--- src/rtl/core/mia_queue.sv ---
`default_nettype none
// Two-entry queue of matrix snapshots.
module mia_queue #(
    parameter int DW = 512
) (
    input  wire logic          i_clk,
    input  wire logic          i_rst_n,
    input  wire logic          i_push,
    input  wire logic [DW-1:0] i_data,
    output logic               o_full,
    output logic               o_valid,
    input  wire logic          i_pop,
    output logic [DW-1:0]      o_data
);
    logic [DW-1:0] r_mem [2];
    logic          r_wp, r_rp;
    logic [1:0]    r_cnt;

    assign o_full  = (r_cnt == 2'd2);
    assign o_valid = (r_cnt != 2'd0);
    assign o_data  = r_mem[r_rp];

    always_ff @(posedge i_clk) begin
        if (i_push) r_mem[r_wp] <= i_data;
    end

    always_ff @(posedge i_clk) begin
        if (!i_rst_n) begin
            r_wp <= 1'b0; r_rp <= 1'b0; r_cnt <= '0;
        end else begin
            if (i_push) r_wp <= ~r_wp;
            if (i_pop)  r_rp <= ~r_rp;
            r_cnt <= r_cnt + 2'(i_push) - 2'(i_pop);
        end
    end

    a_no_overflow: assert property (@(posedge i_clk) disable iff (!i_rst_n)
        !(i_push && o_full)) else $error("queue overflow");
    a_no_underflow: assert property (@(posedge i_clk) disable iff (!i_rst_n)
        !(i_pop && !o_valid)) else $error("queue underflow");
    a_cnt_range: assert property (@(posedge i_clk) disable iff (!i_rst_n)
        r_cnt != 2'd3) else $error("queue count out of range");
endmodule
`default_nettype wire

--- config.mk ---
export PLATFORM = sky130hd
export DESIGN_NAME = mia_queue
export DESIGN_NICKNAME = d
export VERILOG_FILES = /design/src/rtl/core/mia_queue.sv
export SDC_FILE = /design/constraint.sdc
export NUM_CORES = 1
export LEC_CHECK = 0
export ABC_AREA = 0
export BUFFER_PORTS_ARGS = -buffer_cell sky130_fd_sc_hd__buf_2
export CAP_MARGIN = 20
export CORE_AREA = 5 5 400 402
export DETAILED_ROUTE_END_ITERATION = 12
export DIE_AREA = 0 0 405 407
export GPL_TIMING_DRIVEN = 0
export SKIP_LAST_GASP = 1
export SYNTH_ARGS = -nofsm -noshare
export SYNTH_HDL_FRONTEND = slang
export SYNTH_SLANG_ARGS = --single-unit
--- constraint.sdc ---
create_clock -name i_clk -period 38.2 [get_ports i_clk]
set_clock_uncertainty 0.15 [all_clocks]
set_input_delay 7.64 -clock i_clk [delete_from_list [all_inputs] [get_ports i_clk]]
set_output_delay 7.64 -clock i_clk [all_outputs]
set_load 0.005 [all_outputs]
==> results summary <==
The transition at the pin with the smallest max-transition slack is 0.510 ns. The number of primary I/O pins came out at 1,030. The die covers 0.165 mm².

The endpoint identified for the worst register-to-register timing path is r_mem[0][498]. The shortest clock period the worst path allows after layout is a little over 10 ns. The post-CTS repair timing setup buffer count came out at 0.

From left edge to right edge, the die measures 405 µm. The number of nets in the synthesized netlist came out at 2,132. The total length of routed wires came out at approximately 120,000 µm. In this run the power density over the cells is 54.1 mW/mm². The count of final max-slew check failures is 0. Across the run, the number of max-cap violations was 0. The number of warnings reported in the yosys synthesis log came out at 0. The post-placement setup slack is 27.56 ns. The via count of the first global-routing pass came out at 20,700.

Of the synthesized area, sequential elements account for slightly above 80%. For the worst flop-to-flop path, the logic depth is 9. After detailed routing, the number of remaining DRC violations is 0. The total global-route track usage came out at 13.8%.

The total clock sinks is 1,029. Post-CTS repair changed the size of 0 cells. The total vias in the final route is 20,200. The area growth from synthesis to layout is 32.7%. Following the worst setup path forward leads to its endpoint at o_data[131]. The launch instance of the worst min-delay path is r_rp. The final-layout fill cell count came out at between 15,000 and 20,000. The wire length of the first global-routing pass is 159,000 µm. The peak supply drop is 0.0368 mV. The hold violation total from the final report came out at 0.

TritonCTS built the clock tree. The worst slew margin relative to its limit is 65.9%. Sorting the synthesized cells by area gives the leading types as sky130_fd_sc_hd__edfxtp_1, sky130_fd_sc_hd__mux2_2, sky130_fd_sc_hd__buf_6, sky130_fd_sc_hd__clkbuf_8, sky130_fd_sc_hd__dfxtp_1.

The final standard cell utilization of the core came out at 31.9%. The worst setup path is of the register to output pin kind. The top flip-flop cell by instance count after synthesis is sky130_fd_sc_hd__edfxtp_1. The worst setup path is captured at an output pin. Summing every instance area after synthesis gives 0.0374 mm².

In this run, synthesis produced a sequential element count of 1,029. The flow ran to the end, and the final reports show no timing, DRC or antenna violations. The unique cell type count in the Yosys netlist is 14. The area of the core region is ~0.16 mm². Including well taps, the total number of placed cells is 4,732. The maximum clock insertion buffer count is 3.

Clock tree synthesis inserted a total of between 100 and 150 buffers. The worst setup path is launched from a register. The via density per instance is 4.08. The fraction of registers with async set/reset is 0%. The root cell of the clock tree is sky130_fd_sc_hd__clkbuf_16. The DRC marker count from the first detailed-route iteration is 1,233. Port buffering added 1,029 buffers. The clock slew seen by the registers of the worst setup and hold paths came out at 0.06 ns. The total negative slack for setup checks came out at 0 ns.

The total number of placement rows is 145. Along the worst hold path, the cell count comes to 2. The largest fanout on the critical path is 10.

The average routed wire per standard cell came out at 24.2 µm. The startpoint of the most critical register-to-register path is r_wp. For flop-to-flop paths, the worst setup slack is 35.02 ns. The endpoint arrival time on the critical path came out at 2.48 ns. The H-tree generated during clock tree synthesis spans 3 levels. The post-synthesis cell type with the largest combined area is sky130_fd_sc_hd__edfxtp_1. Measured along the y axis, the die boundary spans 407 µm. The worst path required time came out at 30.41 ns. The share of the clock period used by the worst path after layout is between 20% and 30%. The first-pass iteration count of the detailed router came out at 5. The pin count of the biggest net entering global routing came out at 63. The number of antenna violations at the first check in global routing is 92. The path class of the tightest hold or removal check is register to register. The maximum clock frequency is just under 100 MHz. The post-route worst setup slack came out at 27.93 ns.

The post-detailed-placement half-perimeter wirelength is 93,600 µm. The total of endpoints with negative setup slack in the final report is 0. The filler-free cell count of the finished design came out at 4,968. The total leakage power came out at 0.0181 µW. The cell count after synthesis came out at ~1,600. The initial utilization of the core area, before any placement, comes to 24.0%. For this run, the post-layout net count is 3,307. Setup repair after global routing left no endpoint under its margin. The number of synthesized flops with an enable pin is 1,024.

The post-detailed-route count of antenna-violating nets came out at 0. The fraction of layout instances using a drive strength above 1 came out at 62.1%. The final weighted congestion in routability-driven placement is 0.830.

After synthesis, the largest area contributor takes up 82.2% of total cell area. The per-instance average area after synthesis came out at 23.2 µm². After synthesis, the most frequently instantiated cells are sky130_fd_sc_hd__edfxtp_1, sky130_fd_sc_hd__mux2_2, sky130_fd_sc_hd__buf_6. The number of buffers added to fix hold violations after cts is 0. The remaining global-route overflow is 0.

By instance count, the leading cell after synthesis is sky130_fd_sc_hd__edfxtp_1. The latest clock arrival within the worst-skew pair is 0.71 ns.
## worst min-delay path by stage
stage	end
after floorplan	register
after detailed placement	r_rp
after CTS	register
after global routing	r_rp
after global placement	r_rp
final	register
## final cells by class
| cell class | count | area [µm²] | area share [%] |
|---|---|---|---|
| multi-input combinational | 526 | 5900 | 11.9 |
| inverter | 2 | 7.51 | 0.0151 |
| timing repair buffer | 1060 | 5880 | 11.8 |
| tap | 2058 | 2570 | 5.19 |
| clock buffer | 135 | 2930 | 5.91 |
| buffer | 57 | 643 | 1.30 |
| antenna | 33 | 82.6 | 0.166 |
| sequential | 1029 | 30800 | 62.2 |
| clock inverter | 68 | 764 | 1.54 |
## metrics by stage
stage | hold WS [ns] | area (µm²) | power, µW
global route | 0.480 | 49600 | 2790
global placement | 0.418 | 45100 | 1690
finish | 0.438 | 49600 | 2680
CTS | 0.438 | 49500 | 2730
detailed placement | 0.426 | 45800 | 1640
floorplan | 0.405 | 37400 | 1500
## layout by cell type, fill, tap and decap left out, types with 4 or more instances in the layout
cell type / count
sky130_fd_sc_hd__clkinvlp_4: 4
sky130_fd_sc_hd__buf_2: 1032
sky130_fd_sc_hd__bufinv_16: 12
sky130_fd_sc_hd__edfxtp_1: 1024
sky130_fd_sc_hd__mux2_2: 512
sky130_fd_sc_hd__buf_12: 17
sky130_fd_sc_hd__buf_16: 14
sky130_fd_sc_hd__clkinv_16: 4
sky130_fd_sc_hd__clkbuf_1: 21
sky130_fd_sc_hd__clkbuf_8: 8
sky130_fd_sc_hd__clkinv_2: 11
sky130_fd_sc_hd__diode_2: 33
sky130_fd_sc_hd__buf_6: 46
sky130_fd_sc_hd__inv_8: 4
sky130_fd_sc_hd__clkinv_1: 27
sky130_fd_sc_hd__dfxtp_1: 5
sky130_fd_sc_hd__clkbuf_16: 114
## sequential cells by signal, summed over array words and instances (netlist names), named ones only
register / flops
r_mem: 1024
r_cnt: 2
r_rp: 1
r_wp: 1
## layer usage
metal / vias up / wire length [µm] / track usage, %
met5: - / 464 / 0
met4: 72 / 2710 / 3.99
met3: 230 / 12100 / 6.23
met2: 808 / 61400 / 24.3
met1: 10200 / 43800 / 15.0
li1: 8918 / - / -
## logic make-up after synthesis
family / share of synthesized area (%)
buffers and inverters: 1.74
and+or+nand+nor: 0.151
adders and majority gates: 0.0669
xor gates and xnor gates: 0.0837
DFF: 82.5
AOI/OAI and AO/OA: 0.0201
muxes: 15.4
## report_power, final
part	internal (µW)	switching, µW
clock network	630	449
logic	133	154
registers	1310	11.3
## worst max-delay path, cell delays in order, from the launching register on
cell and delay (ns):
sky130_fd_sc_hd__dfxtp_1 0.32, sky130_fd_sc_hd__buf_6 0.25, sky130_fd_sc_hd__buf_6 0.27, sky130_fd_sc_hd__buf_6 0.29, sky130_fd_sc_hd__mux2_2 0.45, sky130_fd_sc_hd__buf_2 0.15
Power figures use the tool's default switching activity.
