**src/rtl/core/mia_pkg.sv**
```systemverilog
`default_nettype none
package mia_pkg;
    localparam int WORD_BITS_DEF = 32;
    localparam int FRAC_BITS_DEF = 16;
    localparam int ROW_BITS      = 2;
    localparam logic [ROW_BITS-1:0] LAST_ROW_IDX = 2'd3;
endpackage
`default_nettype wire

```
**src/rtl/core/mia_if.sv**
```systemverilog
`default_nettype none
interface mia_row_if #(parameter int W = 32);
    logic             valid;
    logic             ready;
    logic [1:0]       row_index;
    logic signed [W-1:0] col0_value;
    logic signed [W-1:0] col1_value;
    logic signed [W-1:0] col2_value;
    logic signed [W-1:0] col3_value;
    modport source (output valid, row_index, col0_value, col1_value, col2_value, col3_value,
                    input ready);
    modport sink   (input valid, row_index, col0_value, col1_value, col2_value, col3_value,
                    output ready);
endinterface

`default_nettype wire

```
**src/rtl/core/mia_front.sv**
```systemverilog
`default_nettype none
// Front: stores rows; on row 3 pushes a snapshot of the full matrix to the queue.
module mia_front
    import mia_pkg::*;
#(
    parameter int WORD_BITS = WORD_BITS_DEF
) (
    input  wire logic                     i_clk,
    input  wire logic                     i_rst_n,
    mia_row_if.sink                       in_ch,
    output logic                          o_push,
    output logic [16*WORD_BITS-1:0]       o_mat,
    input  wire logic                     i_full
);
    logic [WORD_BITS-1:0] r_store [16];
    logic                 acc;
    logic [1:0]           ri;

    assign ri          = in_ch.row_index;
    assign in_ch.ready = !i_full;
    assign acc         = in_ch.valid && in_ch.ready;
    assign o_push      = acc && (ri == LAST_ROW_IDX);

    always_comb begin
        for (int k = 0; k < 12; k++) begin
            o_mat[k*WORD_BITS +: WORD_BITS] = r_store[k];
        end
        o_mat[12*WORD_BITS +: WORD_BITS] = in_ch.col0_value;
        o_mat[13*WORD_BITS +: WORD_BITS] = in_ch.col1_value;
        o_mat[14*WORD_BITS +: WORD_BITS] = in_ch.col2_value;
        o_mat[15*WORD_BITS +: WORD_BITS] = in_ch.col3_value;
    end

    always_ff @(posedge i_clk) begin
        if (!i_rst_n) begin
            for (int k = 0; k < 16; k++) r_store[k] <= '0;
        end else if (acc) begin
            r_store[{ri, 2'd0}] <= in_ch.col0_value;
            r_store[{ri, 2'd1}] <= in_ch.col1_value;
            r_store[{ri, 2'd2}] <= in_ch.col2_value;
            r_store[{ri, 2'd3}] <= in_ch.col3_value;
        end
    end
endmodule
`default_nettype wire

```
**src/flat_wrapper.sv**
```systemverilog
// flat-port wrapper written by rule: the top's interface ports become plain ports
module mia_front_flat import mia_pkg::*;
#(
    parameter int WORD_BITS = WORD_BITS_DEF
)
  (i_clk, i_rst_n, o_push, o_mat, i_full, in_ch_valid, in_ch_row_index, in_ch_col0_value, in_ch_col1_value, in_ch_col2_value, in_ch_col3_value, in_ch_ready);
  mia_row_if in_ch_i ();
  input  wire logic i_clk;
  input  wire logic i_rst_n;
  output logic o_push;
  output logic [16*WORD_BITS-1:0] o_mat;
  input  wire logic i_full;
  input wire logic [$bits(in_ch_i.valid)-1:0] in_ch_valid;
  input wire logic [$bits(in_ch_i.row_index)-1:0] in_ch_row_index;
  input wire logic [$bits(in_ch_i.col0_value)-1:0] in_ch_col0_value;
  input wire logic [$bits(in_ch_i.col1_value)-1:0] in_ch_col1_value;
  input wire logic [$bits(in_ch_i.col2_value)-1:0] in_ch_col2_value;
  input wire logic [$bits(in_ch_i.col3_value)-1:0] in_ch_col3_value;
  output wire logic [$bits(in_ch_i.ready)-1:0] in_ch_ready;
  assign in_ch_i.valid = in_ch_valid;
  assign in_ch_i.row_index = in_ch_row_index;
  assign in_ch_i.col0_value = in_ch_col0_value;
  assign in_ch_i.col1_value = in_ch_col1_value;
  assign in_ch_i.col2_value = in_ch_col2_value;
  assign in_ch_i.col3_value = in_ch_col3_value;
  assign in_ch_ready = in_ch_i.ready;
  mia_front #(.WORD_BITS(WORD_BITS)) u_core (.i_clk(i_clk), .i_rst_n(i_rst_n), .in_ch(in_ch_i), .o_push(o_push), .o_mat(o_mat), .i_full(i_full));
endmodule
```
**config.mk**
```make
export PLATFORM = sky130hd
export DESIGN_NAME = mia_front_flat
export DESIGN_NICKNAME = d
export VERILOG_FILES = /design/src/rtl/core/mia_pkg.sv /design/src/rtl/core/mia_if.sv /design/src/rtl/core/mia_front.sv /design/src/flat_wrapper.sv
export SDC_FILE = /design/constraint.sdc
export NUM_CORES = 1
export LEC_CHECK = 0
export BUFFER_PORTS_ARGS = -buffer_cell sky130_fd_sc_hd__buf_2
export CAP_MARGIN = 20
export CORE_AREA = 2 2 254 256
export CTS_BUF_LIST = sky130_fd_sc_hd__clkbuf_4 sky130_fd_sc_hd__clkbuf_8 sky130_fd_sc_hd__clkbuf_16
export CTS_CLUSTER_DIAMETER = 200
export DETAILED_ROUTE_END_ITERATION = 8
export DIE_AREA = 0 0 256 258
export PLACE_DENSITY_LB_ADDON = 0.2
export SLEW_MARGIN = 20
export SYNTH_ARGS = -nofsm -noshare
export SYNTH_HDL_FRONTEND = slang
export SYNTH_SLANG_ARGS = --single-unit
```
**constraint.sdc**
```tcl
create_clock -name i_clk -period 16.2 [get_ports i_clk]
set_input_delay 2.43 -clock i_clk [delete_from_list [all_inputs] [get_ports i_clk]]
set_output_delay 2.43 -clock i_clk [all_outputs]
set_load 0.01 [all_outputs]
```
==> run summary <==
The run finished with clean final reports. For this block, wires on met1 add up to between 15 and 20 mm. The sequential area share after synthesis is 78.3%. The worst hold margin came out at about 2.2 ns.

The per-cell via count in the routed design is a little over 4. The post-route netlist has ~45% of its cells at a drive strength greater than 1. The total length of routed met2 wires came out at around 24 mm. The violation count after the first detailed-route iteration is between 300 and 400. The maximum number of pins on one net before global-route repair came out at 129. The relative area change from synthesis to final layout came out at 32.7%. The number of warnings issued by yosys is 0. The share of total power dissipated in combinational logic is a little under a tenth. The worst setup path is of the input port to output port kind. The slew of the pin with the lowest slew margin is between 0.9 and 1 ns. The worst setup path is captured at an output port. For this run, the share of the core covered by cells in the final layout is between 30 and 40%. The final estimated routing congestion in global placement is between 0.8 and 0.9. The number of slew-limit violations in the final report came out at 0.

For this design the static power due to leakage is 7.90 nW. The routed length per instance came out at around 19 um. The sum of internal, switching and leakage power is ~2.4 mW. The signal arrival time at the worst endpoint came out at around 3.3 ns. Along the worst path, the maximum fanout reaches 36. The number of optimization iterations in the first detailed-route pass is 4. The antenna cell count came out at 0. The hold buffer count at CTS came out at 0. The data required time of the critical path came out at roughly 14 ns. The final period utilization is about a third. The level count of the clock H-tree is 2. Clock-pin slew was measured on the worst setup and hold paths at 0.06 ns. The horizontal die dimension came out at 256 um. Setup repair after global routing left no endpoint under its margin.

The die covers ~0.066 mm2. The peak supply drop came out at around 0.000065 V. The clock tree buffer depth came out at 3. Counting every instance in the synthesized netlist gives 1091. The number of flip-flops in the largest register is 384. The element type at the critical path start is an input port. The count of standard-cell rows came out at 93. The number of buffers inserted during clock tree synthesis is 44. Based on the critical path, the design can be clocked at up to between 150 and 200 MHz. The net count of the mapped netlist is 1225.

approximately 650 I/O pins were placed. The kind of path behind the tightest hold check is input port to register. The vertical die dimension came out at 258 um. The largest register by flop count is u_core.r_store. The highest layer touched by signal routing is met5. Detailed routing placed a total of ~3.5 mm of wire on met3. The clock net sink count is approximately 380. The mean instance size in the synthesized netlist is about 13 um2. The initial antenna violation count is 2.

The global-route usage over all layers is between 10% and 20%. The clock network is responsible for a little over two fifths of the overall power. The remaining global-route overflow is 0.

TritonCTS built the clock tree. The number of endpoints with negative hold slack in the final report is 0. In this run the power spent charging and discharging nets is 0.575 mW. The detail route stage leaves a number of antenna-violating nets equal to 0. The total number of vias is between 10000 and 15000. The detailed placer's ending HPWL is 31.3 mm. The core area is ~0.064 mm2. The internal power component is roughly 1.9 mW.

Summed over all layers, the routed wires come to around 47 mm. The fraction of power spent switching nets came out at 23.5%. The setup TNS after final layout is 0 ns. The sequential power share is between 40% and 50%.

Synthesis inferred 384 register bits. The count of buffers inserted at the top-level ports is about 650. The shortest clock period the worst path allows after layout came out at 5.71 ns.

For this configuration, the core starts out at a cell density of 23.1%. The number of global-route vias before repair is between 10000 and 15000. The power per unit of standard cell area is about 130 mW/mm2. The normalized max-slew margin came out at roughly 34%. The max-cap violation count came out at 0. The number of DRC violations after detailed routing is 0. The number of distinct library cells after synthesis came out at 13. Setup violations remaining at the end of the flow were counted as 0. The filler cell count is 6573. The number of instances resized during post-cts repair is 0.

The root buffer cell chosen for the clock tree is clkbuf_16. Summing every instance area after synthesis gives approximately 0.015 mm2. The number of nets in the final layout came out at 1747.

Once the clock tree was built, the setup fixing pass inserted 0 buffers. The first-pass GRT wire length came out at 68.4 mm. The largest registers in the layout are u_core.r_store (384).
## final timing paths
path	startpoint	to	cells after the start
worst max-delay path	in_ch_valid	o_push	4
worst min-delay path	in_ch_col3_value[19]	u_core.r_store[1][115]	3
## cell families (layout without fill, tap and decap cells)
kind of cell	Yosys count	in the layout	share of synthesized area, %
compound gates	3	3	0.136
flops	384	384	78.3
simple gates	519	519	13.4
buf+inv	185	742	8.10
## layout by cell type (no fill, tap or decap), types with 2 or more instances in the layout
cell type   netlist  final
nand2_1         129    129
inv_6             0      2
clkinv_1          0      6
nor2_1          385    385
nand4bb_4         0      2
buf_4           128     12
clkinv_2          0      3
buf_2            14    646
o31ai_4           0      2
nand2b_1          2      2
bufinv_16         0      6
clkbuf_16         0     45
clkinvlp_4        0      2
clkbuf_4          0     17
edfxtp_1        384    384
## layout make-up
type	instances	area (um2)	share of cell area [%]
clock buffers	62	1250	6.42
clock inverters	19	250	1.28
inverters	1	3.75	0.0192
multi-input cells	522	2070	10.6
flip-flops and latches	384	11500	59.0
well taps	855	1070	5.48
repair buffers	660	3350	17.2
## critical path: stages
cell     delay, ns
buf_4         0.38
nand2_1       0.20
nor2_1        0.13
buf_2         0.14
## cell usage after synthesis
library cell,count,area (um2)
inv_1,1,3.75
nand4bb_1,2,22.5
buf_1,3,11.3
or4b_1,1,10.0
edfxtp_1,384,11500
nand2b_1,2,12.5
o21ai_0,1,5.00
clkbuf_1,39,146
buf_2,14,70.1
nor2_1,385,1450
o31ai_1,2,15.0
buf_4,128,961
nand2_1,129,484
## power groups by stage
stage / combinational (mW) / sequential (mW) / clock (mW)
after global routing: 0.249 / 1.18 / 1.10
after detailed placement: 0.238 / 1.20 / 0
after CTS: 0.238 / 1.18 / 1.07
final: 0.232 / 1.18 / 1.04
after floorplan: 0.0763 / 1.25 / 0
after global placement: 0.239 / 1.20 / 0
## layer usage
metal	GRT usage (%)	vias up
met5	0	-
met4	3.77	2
met3	3.99	71
met2	24.0	435
met1	16.5	5005
li1	-	4590
## per-stage QoR
stage | worst slack (ns) | instance area (um2) | instances
2_1_floorplan | 3.24 | 14700 | 1091
3_3_place_gp | 10.49 | 18000 | 2421
3_5_place_dp | 10.47 | 18000 | 2422
4_1_cts | 10.47 | 19500 | 2503
5_1_grt | 10.42 | 19500 | 2503
6_report | 10.49 | 19500 | 2503
Note: power is estimated with default switching activity, not from simulation.
